==> src/hdl/assert_macros.svh <==
// Assertion macros shared by the RTL of the tunnel session handshake engine.
// No dependencies; expects clk_i and rst_ni in the including module.
`ifndef ASSERT_MACROS_SVH
`define ASSERT_MACROS_SVH

// Checked on every rising edge outside reset.
`define TSHF_ASSERT(label, prop, msg) \
  label: assert property (@(posedge clk_i) disable iff (!rst_ni) (prop)) else $error(msg);

// Checked on every rising edge, reset included.
`define TSHF_ASSERT_ALWAYS(label, prop, msg) \
  label: assert property (@(posedge clk_i) (prop)) else $error(msg);

`endif

==> src/hdl/tshf_pkg.sv <==
// Types and codes of the tunnel session handshake engine.
// No dependencies; used by tunnel_session_handshake_fsm_unit.
package tshf_pkg;

  // Session states, one-hot internally.
  typedef enum logic [7:0] {
    ST_LOGIN_SENT     = 8'b0000_0001,
    ST_RESPONSE_SENT  = 8'b0000_0010,
    ST_CLIENT_CONN    = 8'b0000_0100,
    ST_IDLE           = 8'b0000_1000,
    ST_LISTEN         = 8'b0001_0000,
    ST_CHALLENGE_SENT = 8'b0010_0000,
    ST_SERVER_CONN    = 8'b0100_0000,
    ST_STALE          = 8'b1000_0000
  } state_e;

  // External state codes.
  localparam logic [2:0] CODE_LOGIN_SENT     = 3'd0;
  localparam logic [2:0] CODE_RESPONSE_SENT  = 3'd1;
  localparam logic [2:0] CODE_CLIENT_CONN    = 3'd2;
  localparam logic [2:0] CODE_IDLE           = 3'd3;
  localparam logic [2:0] CODE_LISTEN         = 3'd4;
  localparam logic [2:0] CODE_CHALLENGE_SENT = 3'd5;
  localparam logic [2:0] CODE_SERVER_CONN    = 3'd6;
  localparam logic [2:0] CODE_STALE          = 3'd7;

  // Event kinds.
  localparam logic [1:0] KIND_MSG      = 2'd0;
  localparam logic [1:0] KIND_TIMER    = 2'd1;
  localparam logic [1:0] KIND_LINK_ERR = 2'd2;

  // Message types.
  localparam logic [3:0] MSG_LOGIN     = 4'd0;
  localparam logic [3:0] MSG_CHALLENGE = 4'd1;
  localparam logic [3:0] MSG_RESPONSE  = 4'd2;
  localparam logic [3:0] MSG_AUTH_OK   = 4'd3;
  localparam logic [3:0] MSG_DENY      = 4'd4;
  localparam logic [3:0] MSG_IPCONF    = 4'd5;
  localparam logic [3:0] MSG_KEEPALIVE = 4'd6;
  localparam logic [3:0] MSG_DATA      = 4'd7;
  localparam logic [3:0] MSG_RESET     = 4'd8;

  // Timer actions.
  localparam logic [1:0] TMR_NONE   = 2'd0;
  localparam logic [1:0] TMR_CANCEL = 2'd1;
  localparam logic [1:0] TMR_ARM    = 2'd2;

  // Configuration register indexes.
  localparam logic [1:0] CFG_SERVER_ROLE      = 2'd0;
  localparam logic [1:0] CFG_MAX_RETRIES      = 2'd1;
  localparam logic [1:0] CFG_HANDSHAKE_PERIOD = 2'd2;
  localparam logic [1:0] CFG_KEEPALIVE_PERIOD = 2'd3;

  localparam logic [7:0]  MAX_RETRIES_RST      = 8'd5;
  localparam logic [31:0] HANDSHAKE_PERIOD_RST = 32'd1000;
  localparam logic [31:0] KEEPALIVE_PERIOD_RST = 32'd10000;

  function automatic logic [2:0] state_code(state_e st);
    logic [2:0] code;
    unique case (st)
      ST_LOGIN_SENT:     code = CODE_LOGIN_SENT;
      ST_RESPONSE_SENT:  code = CODE_RESPONSE_SENT;
      ST_CLIENT_CONN:    code = CODE_CLIENT_CONN;
      ST_IDLE:           code = CODE_IDLE;
      ST_LISTEN:         code = CODE_LISTEN;
      ST_CHALLENGE_SENT: code = CODE_CHALLENGE_SENT;
      ST_SERVER_CONN:    code = CODE_SERVER_CONN;
      ST_STALE:          code = CODE_STALE;
      default:           code = CODE_IDLE;
    endcase
    return code;
  endfunction

endpackage

==> src/hdl/tunnel_session_handshake_fsm_unit.sv <==
// Tunnel session handshake engine: one event in, one result out.
// Depends on tshf_pkg and assert_macros.svh.
//
// Usage:
//   Input channel (in_valid_i/in_ready_o) carries one event per transfer:
//   a received message with its endpoint, challenge and send-status flags,
//   a timer expiry or a link error. Output channel (out_valid_o/out_ready_i)
//   carries exactly one result per event: message to send, next state,
//   timer action and period, data-deliver and session-release flags.
//   Events pass the event register, then the result register. One event
//   per cycle is sustained while out_ready_i is high, since next-state
//   logic reads session state and retry count written on the previous cycle.
//   A stalled receiver holds the result register; the event register still
//   takes one more transfer, then in_ready_o drops until the result leaves.
//   Configuration port cfg_we_i/cfg_idx_i/cfg_wdata_i: the user must use it
//   only while the engine is idle; the block does not enforce this.
//   A role write restarts the session in that role's start state, retries 0.
//   Reset: client role, state idle, retries 0, max_retries 5,
//   handshake period 1000, keepalive period 10000, both channels empty.
`include "assert_macros.svh"

module tunnel_session_handshake_fsm_unit (
  input  logic        clk_i,
  input  logic        rst_ni,
  // configuration
  input  logic        cfg_we_i,
  input  logic [1:0]  cfg_idx_i,
  input  logic [31:0] cfg_wdata_i,
  // events
  input  logic        in_valid_i,
  output logic        in_ready_o,
  input  logic [1:0]  in_kind_i,
  input  logic [3:0]  in_msg_type_i,
  input  logic        in_endpoint_match_i,
  input  logic        in_challenge_match_i,
  input  logic        in_send_ok_i,
  // results
  output logic        out_valid_o,
  input  logic        out_ready_i,
  output logic        out_send_valid_o,
  output logic [3:0]  out_send_type_o,
  output logic [2:0]  out_next_state_o,
  output logic [1:0]  out_timer_action_o,
  output logic [31:0] out_timer_period_o,
  output logic        out_deliver_data_o,
  output logic        out_session_release_o
);

  // configuration registers
  logic        srv_role_q;
  logic [7:0]  max_retries_q;
  logic [31:0] hs_period_q;
  logic [31:0] ka_period_q;

  // session state
  tshf_pkg::state_e state_q, state_d;
  logic [7:0]       retry_q, retry_d;

  // event register
  logic       ev_valid_q;
  logic [1:0] ev_kind_q;
  logic [3:0] ev_msg_q;
  logic       ev_ep_q;
  logic       ev_chm_q;
  logic       ev_ok_q;

  // result register
  logic        out_valid_q;
  logic        res_sent_q;
  logic [3:0]  res_type_q;
  logic [2:0]  res_state_q;
  logic [1:0]  res_tact_q;
  logic [31:0] res_period_q;
  logic        res_deliver_q;
  logic        res_release_q;

  logic in_fire;
  logic advance;

  assign advance    = ev_valid_q && (!out_valid_q || out_ready_i);
  assign in_ready_o = !ev_valid_q || !out_valid_q || out_ready_i;
  assign in_fire    = in_valid_i && in_ready_o;

  // ---------------------------------------------------------------- config
  always_ff @(posedge clk_i or negedge rst_ni) begin
    if (!rst_ni) begin
      srv_role_q    <= 1'b0;
      max_retries_q <= tshf_pkg::MAX_RETRIES_RST;
      hs_period_q   <= tshf_pkg::HANDSHAKE_PERIOD_RST;
      ka_period_q   <= tshf_pkg::KEEPALIVE_PERIOD_RST;
    end else if (cfg_we_i) begin
      unique case (cfg_idx_i)
        tshf_pkg::CFG_SERVER_ROLE:      srv_role_q    <= cfg_wdata_i[0];
        tshf_pkg::CFG_MAX_RETRIES:      max_retries_q <= cfg_wdata_i[7:0];
        tshf_pkg::CFG_HANDSHAKE_PERIOD: hs_period_q   <= cfg_wdata_i;
        tshf_pkg::CFG_KEEPALIVE_PERIOD: ka_period_q   <= cfg_wdata_i;
        default: ;
      endcase
    end
  end

  // ---------------------------------------------------------- event register
  always_ff @(posedge clk_i or negedge rst_ni) begin
    if (!rst_ni) begin
      ev_valid_q <= 1'b0;
    end else if (in_fire) begin
      ev_valid_q <= 1'b1;
    end else if (advance) begin
      ev_valid_q <= 1'b0;
    end
  end

  always_ff @(posedge clk_i) begin
    if (in_fire) begin
      ev_kind_q <= in_kind_i;
      ev_msg_q  <= in_msg_type_i;
      ev_ep_q   <= in_endpoint_match_i;
      ev_chm_q  <= in_challenge_match_i;
      ev_ok_q   <= in_send_ok_i;
    end
  end

  // ------------------------------------------------------- next-state logic
  logic             msg_take;
  logic             handled;
  logic             arm;
  logic             sent;
  logic [3:0]       stype;
  logic [1:0]       tact;
  logic             deliver;
  logic             release_s;
  logic [8:0]       bump;
  logic [7:0]       bump_sat;
  logic             over_limit;
  logic             client_st;
  tshf_pkg::state_e start_st;
  logic [63:0]      shifted;
  logic [31:0]      period;

  assign start_st   = srv_role_q ? tshf_pkg::ST_LISTEN : tshf_pkg::ST_IDLE;
  assign bump       = {1'b0, retry_q} + 9'd1;
  assign bump_sat   = bump[8] ? 8'hFF : bump[7:0];
  assign over_limit = bump > {1'b0, max_retries_q};
  assign client_st  = state_q == tshf_pkg::ST_LOGIN_SENT ||
                      state_q == tshf_pkg::ST_RESPONSE_SENT ||
                      state_q == tshf_pkg::ST_CLIENT_CONN ||
                      state_q == tshf_pkg::ST_IDLE;
  // a login in listen adopts the sender, so it skips the endpoint check
  assign msg_take   = ev_kind_q == tshf_pkg::KIND_MSG && ev_msg_q <= tshf_pkg::MSG_RESET &&
                      (ev_ep_q || (state_q == tshf_pkg::ST_LISTEN &&
                                   ev_msg_q == tshf_pkg::MSG_LOGIN));

  always_comb begin
    state_d   = state_q;
    retry_d   = retry_q;
    handled   = 1'b1;
    arm       = 1'b1;
    sent      = 1'b0;
    stype     = tshf_pkg::MSG_LOGIN;
    tact      = tshf_pkg::TMR_NONE;
    deliver   = 1'b0;
    release_s = 1'b0;
    if (msg_take) begin
      if (state_q == tshf_pkg::ST_LOGIN_SENT && ev_msg_q == tshf_pkg::MSG_CHALLENGE) begin
        sent    = ev_ok_q;
        stype   = tshf_pkg::MSG_RESPONSE;
        state_d = ev_ok_q ? tshf_pkg::ST_RESPONSE_SENT : tshf_pkg::ST_IDLE;
      end else if (state_q == tshf_pkg::ST_RESPONSE_SENT &&
                   ev_msg_q == tshf_pkg::MSG_AUTH_OK) begin
        retry_d = 8'd0;
        state_d = tshf_pkg::ST_CLIENT_CONN;
      end else if (state_q == tshf_pkg::ST_RESPONSE_SENT &&
                   ev_msg_q == tshf_pkg::MSG_DENY) begin
        retry_d = 8'd0;
        sent    = ev_ok_q;
        stype   = tshf_pkg::MSG_LOGIN;
        state_d = ev_ok_q ? tshf_pkg::ST_LOGIN_SENT : tshf_pkg::ST_IDLE;
      end else if (state_q == tshf_pkg::ST_CLIENT_CONN &&
                   ev_msg_q == tshf_pkg::MSG_IPCONF) begin
        arm = 1'b0;
      end else if ((state_q == tshf_pkg::ST_CLIENT_CONN || state_q == tshf_pkg::ST_IDLE ||
                    state_q == tshf_pkg::ST_SERVER_CONN || state_q == tshf_pkg::ST_STALE) &&
                   ev_msg_q == tshf_pkg::MSG_KEEPALIVE) begin
        retry_d = 8'd0;
      end else if ((state_q == tshf_pkg::ST_CLIENT_CONN || state_q == tshf_pkg::ST_IDLE ||
                    state_q == tshf_pkg::ST_SERVER_CONN) &&
                   ev_msg_q == tshf_pkg::MSG_DATA) begin
        deliver = 1'b1;
        arm     = 1'b0;
      end else if (state_q == tshf_pkg::ST_LISTEN && ev_msg_q == tshf_pkg::MSG_LOGIN) begin
        retry_d = 8'd0;
        sent    = ev_ok_q;
        stype   = tshf_pkg::MSG_CHALLENGE;
        state_d = ev_ok_q ? tshf_pkg::ST_CHALLENGE_SENT : tshf_pkg::ST_STALE;
      end else if (state_q == tshf_pkg::ST_CHALLENGE_SENT &&
                   ev_msg_q == tshf_pkg::MSG_RESPONSE) begin
        // wrong response: timer still rearmed, state kept
        if (ev_chm_q) begin
          sent    = ev_ok_q;
          stype   = tshf_pkg::MSG_AUTH_OK;
          state_d = ev_ok_q ? tshf_pkg::ST_SERVER_CONN : tshf_pkg::ST_STALE;
        end
      end else if ((state_q == tshf_pkg::ST_CHALLENGE_SENT ||
                    state_q == tshf_pkg::ST_STALE) && ev_msg_q == tshf_pkg::MSG_RESET) begin
        state_d = tshf_pkg::ST_STALE;
      end else begin
        handled = 1'b0;
      end
      if (handled) begin
        tact = arm ? tshf_pkg::TMR_ARM : tshf_pkg::TMR_CANCEL;
      end
    end else if (ev_kind_q == tshf_pkg::KIND_TIMER) begin
      if (client_st) begin
        retry_d = bump_sat;
        if (over_limit) begin
          retry_d = 8'd0;
          sent    = ev_ok_q;
          stype   = tshf_pkg::MSG_LOGIN;
          state_d = ev_ok_q ? tshf_pkg::ST_LOGIN_SENT : tshf_pkg::ST_IDLE;
        end else if (state_q == tshf_pkg::ST_IDLE || state_q == tshf_pkg::ST_LOGIN_SENT) begin
          sent    = ev_ok_q;
          stype   = tshf_pkg::MSG_LOGIN;
          state_d = ev_ok_q ? tshf_pkg::ST_LOGIN_SENT : tshf_pkg::ST_IDLE;
        end else if (state_q == tshf_pkg::ST_CLIENT_CONN) begin
          sent  = ev_ok_q;
          stype = tshf_pkg::MSG_KEEPALIVE;
        end
        tact = tshf_pkg::TMR_ARM;
      end else if (state_q == tshf_pkg::ST_STALE) begin
        release_s = 1'b1;
        retry_d   = 8'd0;
        state_d   = start_st;
      end else begin
        // server side keeps the saturated count when it goes stale
        retry_d = bump_sat;
        if (over_limit) begin
          state_d = tshf_pkg::ST_STALE;
        end else if (state_q == tshf_pkg::ST_SERVER_CONN) begin
          sent  = ev_ok_q;
          stype = tshf_pkg::MSG_KEEPALIVE;
        end
        tact = tshf_pkg::TMR_ARM;
      end
    end else if (ev_kind_q == tshf_pkg::KIND_LINK_ERR) begin
      state_d = srv_role_q ? tshf_pkg::ST_STALE : tshf_pkg::ST_IDLE;
    end
  end

  // arm period from the updated state and retry count
  assign shifted = {32'd0, hs_period_q} << retry_d[4:0];

  always_comb begin
    if (tact != tshf_pkg::TMR_ARM) begin
      period = 32'd0;
    end else if (state_d == tshf_pkg::ST_CLIENT_CONN || state_d == tshf_pkg::ST_SERVER_CONN) begin
      period = ka_period_q;
    end else if (hs_period_q == 32'd0) begin
      period = 32'd0;
    end else if (retry_d >= 8'd32 || shifted[63:32] != 32'd0) begin
      period = 32'hFFFF_FFFF;
    end else begin
      period = shifted[31:0];
    end
  end

  // ---------------------------------------------------------- session state
  always_ff @(posedge clk_i or negedge rst_ni) begin
    if (!rst_ni) begin
      state_q <= tshf_pkg::ST_IDLE;
      retry_q <= 8'd0;
    end else if (cfg_we_i && cfg_idx_i == tshf_pkg::CFG_SERVER_ROLE) begin
      state_q <= cfg_wdata_i[0] ? tshf_pkg::ST_LISTEN : tshf_pkg::ST_IDLE;
      retry_q <= 8'd0;
    end else if (advance) begin
      state_q <= state_d;
      retry_q <= retry_d;
    end
  end

  // --------------------------------------------------------- result register
  always_ff @(posedge clk_i or negedge rst_ni) begin
    if (!rst_ni) begin
      out_valid_q <= 1'b0;
    end else if (advance) begin
      out_valid_q <= 1'b1;
    end else if (out_ready_i) begin
      out_valid_q <= 1'b0;
    end
  end

  always_ff @(posedge clk_i) begin
    if (advance) begin
      res_sent_q    <= sent;
      res_type_q    <= sent ? stype : 4'd0;
      res_state_q   <= tshf_pkg::state_code(state_d);
      res_tact_q    <= tact;
      res_period_q  <= period;
      res_deliver_q <= deliver;
      res_release_q <= release_s;
    end
  end

  assign out_valid_o           = out_valid_q;
  assign out_send_valid_o      = res_sent_q;
  assign out_send_type_o       = res_type_q;
  assign out_next_state_o      = res_state_q;
  assign out_timer_action_o    = res_tact_q;
  assign out_timer_period_o    = res_period_q;
  assign out_deliver_data_o    = res_deliver_q;
  assign out_session_release_o = res_release_q;

  // -------------------------------------------------------------- assertions
  `TSHF_ASSERT(a_adv_fills_out, advance |=> out_valid_q, "result lost on advance")
  `TSHF_ASSERT(a_period_only_on_arm,
    out_valid_q && res_tact_q != tshf_pkg::TMR_ARM |-> res_period_q == 32'd0,
    "period set without arm")
  `TSHF_ASSERT(a_type_only_when_sent,
    out_valid_q && !res_sent_q |-> res_type_q == 4'd0, "send type without send")
  `TSHF_ASSERT_ALWAYS(a_no_overrun,
    !rst_ni || !(ev_valid_q && out_valid_q && !out_ready_i) || !in_ready_o,
    "event register overrun")

endmodule

==> config.mk <==
export PLATFORM = sky130hd
export DESIGN_NAME = tunnel_session_handshake_fsm_unit
export DESIGN_NICKNAME = d
export VERILOG_FILES = /design/src/hdl/tshf_pkg.sv /design/src/hdl/tunnel_session_handshake_fsm_unit.sv
export VERILOG_INCLUDE_DIRS = /design/src /design/src/hdl
export SDC_FILE = /design/constraint.sdc
export NUM_CORES = 1
export LEC_CHECK = 0
export BUFFER_PORTS_ARGS = -buffer_cell sky130_fd_sc_hd__buf_2
export CELL_PAD_IN_SITES_DETAIL_PLACEMENT = 1
export CELL_PAD_IN_SITES_GLOBAL_PLACEMENT = 1
export CORE_ASPECT_RATIO = 0.75
export CORE_MARGIN = 2
export CORE_UTILIZATION = 30
export DETAILED_ROUTE_END_ITERATION = 8
export PLACE_DENSITY = 0.6
export SYNTH_ARGS = -nofsm -noshare
export SYNTH_HDL_FRONTEND = slang
export SYNTH_SLANG_ARGS = --single-unit
==> constraint.sdc <==
create_clock -name clk_i -period 6.2 [get_ports clk_i]
set_clock_uncertainty 0.05 [all_clocks]
set_input_delay 0.31 -clock clk_i [delete_from_list [all_inputs] [get_ports clk_i]]
set_output_delay 0.31 -clock clk_i [all_outputs]
set_load 0.01 [all_outputs]
# After elaboration in Yosys (flattened, before gate mapping)
# Index checks and enable logic that the tools add are counted.
[word_totals]
regBits = 144
inputBits = 48
out_inout_bits = 46
word_cells = 211
[op_classes]
addsub = 1
n_lt_le_gt_ge = 3
n_eq_ne = 29
shift = 1
n_mux = 111
bitwise_logic = 2
reduce_logical = 44
[ops]
columns = ["op", "count"]
rows = [
  ["$mux 8", 38],
  ["$mux 32", 3],
  ["$shl 32x5->64", 1],
  ["$mux 1", 41],
  ["$logic_not 32->1", 1],
  ["$reduce_bool 32->1", 1],
  ["$mux 2", 15],
  ["$pmux 3 s7", 1],
  ["$mux 4", 5],
  ["$mux 3", 6],
  ["$eq 4x3->1 const B", 4],
  ["$eq 8x1->1 const B", 2],
  ["$eq 8x2->1 const B", 2],
  ["$eq 8x3->1 const B", 2],
  ["$eq 8x5->1 const B", 2],
  ["$eq 8x6->1 const B", 2],
  ["$eq 8x7->1 const B", 2],
  ["$eq 8x8->1 const B", 2],
  ["$logic_and 1x1->1", 14],
  ["$logic_or 1x1->1", 14],
  ["$mux 5", 2],
  ["$add 8x1->9 const B", 1],
  ["$gt 9x8->1", 1],
  ["$eq 4x2->1 const B", 2],
  ["16 further kinds", 27],
]

# Logic depth before layout (Yosys ltp)
[depth]
depth_word = 17
ltp_mapped = 22
mapped_depth_nobuf = 18

# Worst setup path before layout
# No wires, ideal clock.
[synth_timing]
path_kind = "reg-to-reg"
from = "reg retry_q[0]"
to = "reg res_period_q[17], in the netlist out_timer_period_o[17], data pin"
setup_time_ns = 0.261
arrival_ns = 5.345
t_required_ns = 5.889
path_slack_ns = 0.544
path_stages_with_launch = 22
path_buffers = 4
synth_period_minus_slack_ns = 5.656
cell_sequence = "dfrtp_1 ha_1 nand3_1 nor2_1 xor2_1 ha_1 a211oi_1 o221ai_1 o21ai_1 a21oi_1 o2bb2ai_1 buf_2 buf_1 clkbuf_1 mux2i_1 nor2_1 a221oi_1 nand4_1 or3_1 o31a_1 buf_6 a221o_1"
[synth_via]
elab_chain_len = 14
word_cells_on_any_way = 31
cone_classes = "1 x add/sub; 2 x order compare; 2 x eq/ne; 1 x shift; 22 x mux; 3 x reduce/logical"
[synth_lines]
columns = ["element", "line", "rtl"]
rows = [
  ["from (decl)", "tunnel_session_handshake_fsm_unit.sv:57", "logic [7:0] retry_q, retry_d;"],
  ["from (signal assigned)", "tunnel_session_handshake_fsm_unit.sv:276", "retry_q <= retry_d;"],
  ["branches (longest 13 deep; another with $add 8x1->9)", "n/a", ""],
  ["$mux 32 (*)", "tunnel_session_handshake_fsm_unit.sv:255", "end else if (state_d == tshf_pkg::ST_CLIENT_CONN || state_d == tshf_pkg::ST_SERVER_CONN) begin"],
  ["to (signal assigned)", "tunnel_session_handshake_fsm_unit.sv:297", "res_period_q <= period;"],
  ["to (decl)", "tunnel_session_handshake_fsm_unit.sv:73", "logic [31:0] res_period_q;"],
]
# Every way passes the cells marked *.
# A chain may end at the register's enable or synchronous reset.

# Worst setup path in the final report
[layout_timing]
from = "reg retry_q[0]"
to = "reg res_period_q[22], in the netlist out_timer_period_o[22], data pin"
# The elaborated chain is that of the path after synthesis.

==> results.toml <==
[global_route]
grt_usage = 0.2109
grt_pass1_wl_microns = 53940
first_global_vias = 8641
grt_start_max_net_pins = 56
antenna_found_initial = 2
overflow = 0

[power_and_ir_drop]
leakage_uw = 0.004735
powerDensity_mw_per_mm2 = 389.1
p_total_uw = 4510
seqPwrFrac = 0.305
p_int_uw = 2634
p_sw_uw = 1876
ir_worst_vdd_mv = 0.1539
p_sw_frac = 0.4160
combinationalPowerShare = 0.447
pwr-share-clk = 0.248

[synthesis]
ys_ff_latch = 143
synth_area_sq_mm = 0.009635
synthTopCellsByArea = "dfrtp_1, edfxtp_1, mux2_2, mux2i_1, nand2_1"
avgSynthCellArea_sq_um = 9.694
synth-edff-count = 52
synthArstFlopShare = 0.6364
yosysWarnings = 0
synth_cell_types = 75
ys.flop_type = "dfrtp_1"
synth-seq-area-share = 0.4002
synth_cells = 994
synth_top_area_cell = "dfrtp_1"
yosys.area.top_type_share = 0.2000
syn_nets = 1051

[floorplan]
core_sq_mm = 0.03146
fp.dieW_microns = 210.9
start_util = 0.3063
die_area_sq_mm = 0.03358
die_y_microns = 159.2
io_pins = 94
rows = 56

[sta]
fin_ws_ns = 0.3666
fin_setup_tns_ns = 0
rsz0062_at_grt = "no"
period_share = 0.9409
setup_violations = 0
hold_viol = 0
post-route-min-period_ns = 5.833
drv_slew = 0
relSlewSlack = 0.3883
tightest_slew_ns = 0.9106
clock.fmax_mhz = 171.4

[clock_network]
clock_latency_ns = 0.46
numCtsBuffers = 17
cts-root-buf = "clkbuf_16"
clkTransAtPathRegs_ns = 0.07
max-clock-path-buffers = 2
cts.sinks = 143
htree_num_levels = 4
cts_tree = "done"

[detailed_routing]
vias_per_cell = 5.701
vias = 8649
drt-total-wl_microns = 34880
route.detailed.drc = 0
routedWlPerCell_microns = 23.00
drtPass1Iterations = 8
ant_nets = 0
first_iter_violations = 752

[critical_path]
startpoint_type = "register"
critPathRequiredTime_ns = 6.36
worstSetupEndpointType = "register"
critical_path.slowest_cell = "or4b_1"
cp.arrival_ns = 5.99
crit_type = "register to register"
cp_max_fo = 28
ff2ff_path_depth = 19
cp_cell_sequence = "ha_1 > nand3_1 > buf_4 > xnor2_1 > ha_1 > nand4_1 > o32a_1 > o21a_1 > o21ai_1 > a22o_4 > buf_12 > mux2i_1 > mux2i_1 > a221o_1 > or4_1 > or3_1 > buf_4 > or4b_1 > a22o_1"
max_stage_delay_ns = 0.51

[layout]
layout-drive-gt1-share = 0.2880
nets = 1155
areaGrowthSynthToFinish_pct = 20.30
finish.utilization = 0.3684
n_fill_cell = 3515
multi_input_comb_area_sq_mm = 0.005479
instances_no_fill = 1517
antenna_cells = 0
seqCellArea_sq_mm = 0.003859

[hold_path]
hp-class = "primary input to register"
whs_path_depth = 2

[run]
maxCapViolCount = 0

[place]
port_buffers = 92
preCtsSetupSlack_ns = 0.06302
dp.cells = 1460
globalplace.congestion = 0.8891
hpwl_microns = 26070

[outcome]
outcome = "complete, no violations"
==> registers in the layout, summed over array words and instances, names as in the netlist, 2 cells and up <==
name and count:
ev_kind_q 2, out_next_state_o 3, state_q 8, out_timer_action_o 2, ka_period_q 32, hs_period_q 32
out_timer_period_o 32, ev_msg_q 4, max_retries_q 8, out_send_type_o 3, retry_q 8
==> metrics by stage <==
stage	hold WS, ns	instance area (sq um)
detailed placement	0.2921	10680
floorplan	-0.03559	9635
finish	0.05903	11590
CTS	0.02540	11420
global placement	0.2897	10680
global route	0.04636	11590
==> power groups by stage <==
stage	Clock, uW	Combinational [uW]	Sequential (uW)
after floorplan	0	1320	1280
after global placement	0	1870	1380
after detailed placement	0	1880	1380
after CTS	1150	1900	1370
after global routing	1180	2170	1400
final	1120	2010	1370
==> final timing paths <==
| kind | startpoint | end | slack (ns) |
|---|---|---|---|
| max reg2reg | retry_q[0] | out_timer_period_o[22] | 0.37 |
| min in group asynchronous | rst_ni | hs_period_q[27] | 0.35 |
| min reg2reg | ev_valid_q | out_valid_o | 0.43 |
| min | cfg_wdata_i[14] | hs_period_q[14] | 0.06 |
| max in group asynchronous | rst_ni | retry_q[1] | 4.57 |
| max | retry_q[0] | out_timer_period_o[22] | 0.37 |
==> cell type report <==
type	count	area share
clock buffer	17	0.03670
clock inverter	15	0.01727
inverter	13	0.004210
multi-input combinational	757	0.4727
sequential	143	0.3329
tap	406	0.04383
timing repair buffer	166	0.09240
==> what timing repair did <==
item | CTS | global route
setup buffers | 0 | 14
resized for setup | 0 | 12
endpoints found under the setup margin | 0 | 32
hold endpoints to repair | 46 | 0
hold buffers | 11 | 0
==> logic make-up (layout without fill, tap and decap cells) <==
kind of cell	after synthesis	count (layout)	synth area share
xor gates and xnor gates	11	11	0.009998
adders and majority gates	9	9	0.01169
muxes	168	168	0.1930
AOI/OAI and AO/OA	236	236	0.1701
DFF	143	143	0.4002
and+or+nand+nor	332	332	0.1723
buffers and inverters	94	211	0.04233
other	1	1	0.0003892
==> metal layers <==
metal / track usage / vias to the layer above / routed length [microns]
met3: 0.04990 / 28 / 2067
met4: 0.05122 / 4 / 344
met1: 0.3299 / 4380 / 18160
li1: - / 3959 / -
met2: 0.2861 / 278 / 14290
met5: 0 / - / 30
==> critical path: cells and delay by family (launching register included) <==
kind	cells	cell delay, ns
DFF	1	0.45
and+or+nand+nor	5	1.71
buffers and inverters	3	0.60
adders and majority gates	2	0.52
muxes	2	0.44
AOI/OAI and AO/OA	6	1.65
xor gates and xnor gates	1	0.13
==> cells in the final DEF, fill, tap and decap left out, types with 12 or more instances in the layout <==
master,instances
nand2_1,101
buf_2,91
mux2_2,82
mux2i_1,80
dfrtp_1,75
nor2_1,74
buf_4,62
o21ai_0,54
edfxtp_1,52
a21oi_1,42
nand3_1,26
nor4_1,21
nor3_1,19
a22o_1,17
clkbuf_16,17
dfstp_2,14
a211oi_1,13
a22oi_1,13
inv_1,12
==> Yosys cell counts, drive strengths merged, types with 18 or more instances <==
| library cell | n |
|---|---|
| dfrtp | 77 |
| edfxtp | 52 |
| nand2 | 101 |
| nor4 | 22 |
| buf | 25 |
| mux2i | 80 |
| o21ai | 57 |
| a21oi | 43 |
| clkbuf | 56 |
| nor3 | 21 |
| a22o | 18 |
| nand3 | 26 |
| nor2 | 76 |
| mux2 | 82 |
Note: power is estimated with default switching activity, not from simulation.
